==> src/rtl/core/hcpr_pkg.sv <==
// ----------------------------------------------------------------------------
// hcpr_pkg
// Shared types and constants of the hash cluster probe and replace block.
// ----------------------------------------------------------------------------
`default_nettype none

package hcpr_pkg;

    localparam int CLUSTERS    = 1024;
    localparam int WAYS        = 3;
    localparam int CLUSTER_W   = (CLUSTERS > 1) ? $clog2(CLUSTERS) : 1;
    localparam int ENTRY_W     = 32;
    localparam int ROW_W       = WAYS * ENTRY_W;
    localparam int TAG_W       = 16;
    localparam int GEN_W       = 6;
    localparam int WAY_W       = 2;
    localparam int RV_W        = 11;

    // Age is (259 + gen8 - genbyte) & 0xFC; only the low byte of 259 matters.
    localparam logic [7:0] AGE_BIAS = 8'd3;
    localparam logic [7:0] GEN_MASK = 8'hFC;
    localparam logic [7:0] GEN_STEP = 8'd4;

    localparam logic FUNC_PROBE = 1'b0;
    localparam logic FUNC_WRITE = 1'b1;

    typedef struct packed {
        logic              func;
        logic [63:0]       key;
        logic [WAY_W-1:0]  way;
        logic signed [7:0] depth;
        logic [1:0]        bound;
    } item_t;

    typedef struct packed {
        logic              hit;
        logic [WAY_W-1:0]  slot;
        logic signed [7:0] entry_depth;
        logic [1:0]        entry_bound;
    } result_t;

    // Commands from the controller to the datapath.
    typedef struct packed {
        logic                 load;
        logic                 exec;
        logic                 clear;
        logic [CLUSTER_W-1:0] clr_addr;
    } cmd_t;

endpackage

`default_nettype wire

==> src/rtl/core/hcpr_ctrl.sv <==
// ----------------------------------------------------------------------------
// hcpr_ctrl
// Controller: clearing sweep after reset, then accept and execute items.
// ----------------------------------------------------------------------------
`default_nettype none

module hcpr_ctrl (
    input  wire logic          clk,
    input  wire logic          rst_n,
    input  wire logic          start,
    output logic               busy,
    output hcpr_pkg::cmd_t     cmd
);
    import hcpr_pkg::*;

    localparam logic [1:0] ST_CLEAR = 2'd0;
    localparam logic [1:0] ST_IDLE  = 2'd1;
    localparam logic [1:0] ST_EXEC  = 2'd2;

    logic [1:0]           state_reg, state_next;
    logic [CLUSTER_W-1:0] clr_cnt_reg, clr_cnt_next;

    always_comb
    begin
        state_next   = state_reg;
        clr_cnt_next = clr_cnt_reg;
        cmd.load     = 1'b0;
        cmd.exec     = 1'b0;
        cmd.clear    = 1'b0;
        cmd.clr_addr = clr_cnt_reg;
        unique case (state_reg)
            ST_CLEAR:
            begin
                cmd.clear = 1'b1;
                if (clr_cnt_reg == CLUSTER_W'(CLUSTERS - 1))
                begin
                    state_next = ST_IDLE;
                end
                else
                begin
                    clr_cnt_next = clr_cnt_reg + 1'b1;
                end
            end
            ST_IDLE:
            begin
                if (start)
                begin
                    cmd.load   = 1'b1;
                    state_next = ST_EXEC;
                end
            end
            ST_EXEC:
            begin
                cmd.exec   = 1'b1;
                state_next = ST_IDLE;
            end
            default:
            begin
                state_next = ST_IDLE;
            end
        endcase
    end

    assign busy = (state_reg != ST_IDLE);

    always_ff @(posedge clk or negedge rst_n)
    begin
        if (!rst_n)
        begin
            state_reg   <= ST_CLEAR;
            clr_cnt_reg <= '0;
        end
        else
        begin
            state_reg   <= state_next;
            clr_cnt_reg <= clr_cnt_next;
        end
    end

endmodule

`default_nettype wire

==> config.mk <==
export PLATFORM = sky130hd
export DESIGN_NAME = hcpr_ctrl
export DESIGN_NICKNAME = d
export VERILOG_FILES = /design/src/rtl/core/hcpr_pkg.sv /design/src/rtl/core/hcpr_ctrl.sv
export SDC_FILE = /design/constraint.sdc
export NUM_CORES = 1
export LEC_CHECK = 0
export ABC_AREA = 1
export BUFFER_PORTS_ARGS = -buffer_cell sky130_fd_sc_hd__buf_2
export CAP_MARGIN = 10
export CORE_MARGIN = 3
export CORE_UTILIZATION = 45
export CTS_CLUSTER_DIAMETER = 200
export DETAILED_ROUTE_END_ITERATION = 8
export HOLD_SLACK_MARGIN = 0.1
export PLACE_DENSITY_LB_ADDON = 0.3
export SYNTH_ARGS = -nofsm -noshare
export SYNTH_HDL_FRONTEND = slang
export SYNTH_SLANG_ARGS = --single-unit
==> constraint.sdc <==
create_clock -name clk -period 1.7 [get_ports clk]
set_input_delay 0.17 -clock clk [delete_from_list [all_inputs] [get_ports clk]]
set_output_delay 0.17 -clock clk [all_outputs]
set_load 0.02 [all_outputs]
=== Yosys cells after proc, flatten, opt, wreduce, memory -nomap -nowiden ===
Index checks and enable logic that the tools add are counted.

* Memories: 0
* Latch bits: 0
* Memory bits (read-only): 0
* Bits in registers: 12
* Bits in writable memories: 0
* Logic and storage cells: 20
* Input bits: 3
* Output and inout port bits: 14

* Magnitude comparators: 0
* Reduce and logical (&&, ||, !) cells: 3
* Bitwise logic cells: 1
* Equal/unequal tests: 6
* Div/mod/pow operators: 0
* Multipliers: 0
* Shifts and indexed selects: 0
* $add $sub $neg: 1
* Muxes and demuxes: 7

{| class="wikitable"
|+ Operators by type and width
! cell !! number
|-
| $add 10x1->10 const B || 1
|-
| $eq 10x10->1 const B || 1
|-
| $mux 1 || 4
|-
| $mux 2 || 2
|-
| $ne 2x2->1 const B || 2
|-
| $pmux 2 s2 || 1
|-
| $reduce_and 2->1 || 2
|-
| $eq 2x1->1 const B || 1
|-
| $eq 2x2->1 const B || 1
|-
| $logic_not 2->1 || 1
|-
| $ne 2x1->1 const B || 1
|-
| $not 1->1 || 1
|}

=== Depth between registers and ports, before layout ===
* Depth in word-level cells: 3
* Mapped depth: 8
* Gate-level depth less buffers: 8

=== Least setup slack after synthesis ===
OpenSTA, ideal clock, no wires.

* Path kind: register to register
* Start: register clr_cnt_reg[1]
* End: register clr_cnt_reg[5]
* Arrival: 1300 ps
* Stages on the path, launching flop included: 9
* Setup time: 117 ps
* Data required time: 1583 ps
* Slack: 284 ps
* Buffers on the path: 0
* Period minus slack after synthesis: 1416 ps
* Cells stage by stage: dfrtp_1 -> ha_1 -> inv_1 -> nor2_4 -> nand3_2 -> nand2_2 -> inv_1 -> nand2_1 -> nand2_1

* Longest elaborated chain between the ends: 3
* Elaborated cells on any way between the ends: 4
* Those cells by class: add/sub (1); eq/ne (1); bitwise (1); reduce/logical (1)

{| class="wikitable"
|+ Ends and longest elaborated chain
! what !! line !! RTL
|-
| start: declaration || hcpr_ctrl.sv:21 || <nowiki>logic [CLUSTER_W-1:0] clr_cnt_reg, clr_cnt_next;</nowiki>
|-
| start signal: assignment || hcpr_ctrl.sv:76 || <nowiki>clr_cnt_reg <= clr_cnt_next;</nowiki>
|-
| parallel branches: the longest is 3 deep, another holds $add 10x1->10 || n/a ||
|}

Several ways; the timed one is not identified.
A chain may end at the register's enable or synchronous reset.

=== Worst setup path after layout ===
* Start: register clr_cnt_reg[1]
* End: register clr_cnt_reg[3]

The elaborated chain is that of the path after synthesis.

==> flow_summary.json <==
{
  "synth_top_family_by_area": "simple AND/OR/NAND/NOR gates",
  "io_pins": 17,
  "root_buffer": "clkbuf_4",
  "required_ps": 1870,
  "synth.most_common_cell": "nand2_1",
  "synthSimpleGateAreaFrac_pct": 38.7,
  "drv_slew": 0,
  "clock_latency_ps": 280,
  "ys_types": 18,
  "cp_slowest_cell": "dfrtp_1",
  "crit_family": "simple AND/OR/NAND/NOR gates",
  "yosys_register_bits": 12,
  "start_util_pct": 50.8,
  "finalCritPeriodShare_pct": 84.6,
  "viasPerCell": 4.95,
  "tns_ps": 0,
  "start_kind": "flip-flop",
  "synth_area_leaders": "dfrtp_1 (43%), nand2_1 (21%), inv_1 (6.5%), nor2_1 (4.3%), nand3_1 (2.9%)",
  "die_area_um2": 2050,
  "synth_commonest_cells": "nand2_1 (39), dfrtp_1 (12), inv_1 (12)",
  "synth_compound_area_share_pct": 0.721,
  "core_um2": 1370,
  "critPathMaxStageDelay_ps": 410,
  "drt_wl_total_mm": 1.41,
  "cts_buffer_depth": 2,
  "largest_register_ffs": 10,
  "hold_class": "primary input to flip-flop",
  "finalPower_uw": 1290,
  "cp_cell_sequence": "ha_1 > inv_1 > nor2_4 > nand3_2 > nand2_2 > inv_1 > nand2_1 > nand2_1",
  "clkTransAtPathRegs_ps": 80,
  "synth_seq_area_share_pct": 43.2,
  "die_w_um": 45.3,
  "dpl.hpwl_mm": 1.08,
  "min_period_ps": 1440,
  "comb_power_share_pct": 46.1,
  "synthArstFlopShare_pct": 100,
  "worstSetupPathType": "flip-flop to flip-flop",
  "clkPwrFrac_pct": 18.0,
  "syn_area_per_cell_um2": 7.47,
  "wl_per_cell_um": 10.9,
  "yosysTopAreaCellShare_pct": 43.2,
  "synth_warnings": 0,
  "num_vias": 638,
  "drt_iter0_markers": 20,
  "cts_buffers": 3,
  "fillers": 132,
  "crit_buf_inv": 2,
  "crit_fanout": 8,
  "slew_headroom_pct": 81.3,
  "cap_violations": 0,
  "ir_drop_v": 0.000805,
  "gp_congestion": 0.838,
  "synth.largest_area_cell": "dfrtp_1",
  "drc_errors": 0,
  "finalSetupViolations": 0,
  "grt_overflow": 0,
  "synthCells": 93,
  "p_int_uw": 704,
  "worstSetupEndpointType": "flip-flop",
  "antenna_found_initial": 0,
  "synth-edff-count": 0,
  "ctsHtreeMaxLevel": 1,
  "pwr-share-seq_pct": 35.9,
  "fin_nets": 119,
  "yosys.area_share.xor_xnor_pct": 7.39,
  "io_buffer_count": 16,
  "skew_ps": 4.79,
  "rsz0062_at_grt": "no",
  "grt_max_degree": 13,
  "syn_area_um2": 694,
  "switchingPower_uw": 588,
  "synthAdderAreaFrac_pct": 1.80,
  "firstDrtPassIters": 4,
  "tritoncts": "done",
  "fp.dieH_um": 45.3,
  "row_count": 13,
  "grt_pass1_wl_mm": 2.57,
  "synth_top_flop_cell": "dfrtp_1",
  "swShare_pct": 45.5,
  "ant_nets": 0,
  "arrival_ps": 1610,
  "finalHoldViolations": 0,
  "synth_fp_nets": 97,
  "worst_pin_slew_ps": 279,
  "status": "complete, no violations",
  "leakage_uw": 0.000486,
  "area_growth_pct": 20.4,
  "antenna_cells": 0,
  "clock_sinks": 12,
  "grt_pass1_vias": 595,
  "fmax_mhz": 695,
  "layout-drive-gt1-share_pct": 23.7,
  "powerDensity_nw_per_um2": 1550,
  "track_usage_pct": 17.1,
  "synth.area.mux_share_pct": 0
}
[cells by family after synthesis]
kind of cell | Yosys count
AND/OR/NAND/NOR | 61
buffers and inverters | 13
flip-flops | 12
XOR/XNOR | 5
AO/OA/AOI/OAI | 1
adder cells (fa/ha/maj) | 1
[final cells by class]
type                    count  area (um^2)  area share (%)
clock buffers               4         36.3            4.34
inverters                  12         45.0            5.39
multi-input cells          68          338            40.4
flip-flops and latches     12          300            35.9
well taps                  15         18.8            2.25
repair buffers             18         97.6            11.7
[worst paths after layout]
kind	startpoint	end	slack [ps]	cells after the start
min in group asynchronous	rst_n	clr_cnt_reg[8]	290	2
max in group asynchronous	rst_n	clr_cnt_reg[2]	1190	2
setup reg to reg	clr_cnt_reg[1]	clr_cnt_reg[3]	260	8
setup / recovery	clr_cnt_reg[1]	clr_cnt_reg[3]	260	8
hold reg to reg	clr_cnt_reg[8]	clr_cnt_reg[8]	550	2
hold / removal	start	state_reg[1]	130	3
[metal layers]
layer	up-vias	share of wire [%]	routed length (um)	track usage, %
li1	326	-	-	-
met1	291	45	627	21.9
met2	18	49	686	28.5
met3	3	5.0	70	2.39
met4	0	1.5	21	7.02
met5	-	0	0	0
[per-stage QoR]
step	instance area, um^2	utilization (%)	setup slack, ps	std cells	hold slack [ps]
floorplan	694	-	284	93	-126
global placement	790	57.8	334	124	64.8
detailed placement	790	57.8	264	124	65.2
CTS	836	61.2	247	129	127
global route	836	61.2	94.5	129	148
finish	836	61.2	261	129	130
[placed cells by master (no fill, tap or decap), types with 2 or more instances in the layout]
cell type | Yosys | routed
dfrtp_1 | 12 | 12
clkbuf_4 | 0 | 3
nand2_2 | 2 | 2
nand2_1 | 39 | 39
nor2_1 | 8 | 8
xnor2_1 | 2 | 2
xor2_1 | 2 | 2
inv_1 | 12 | 12
nand4_1 | 3 | 3
nand3_1 | 4 | 4
buf_2 | 0 | 16
[power groups by stage]
stage | Combinational, uW | Sequential (uW) | Clock, uW
final | 595 | 463 | 233
after global routing | 679 | 480 | 250
after CTS | 606 | 464 | 240
after detailed placement | 602 | 468 | 0
after global placement | 597 | 464 | 0
after floorplan | 378 | 527 | 0
[worst min-delay path: cells and delay by family]
family                 cells  cell delay [ps]
buffers and inverters      2              150
AND/OR/NAND/NOR            1               50
[timing repair]
action / CTS / global route
resized for setup: 0 / 0
endpoints found under the hold margin: 12 / 0
hold buffers: 1 / 0
buffers inserted: 0 / 0
Note: power is estimated with default switching activity, not from simulation.
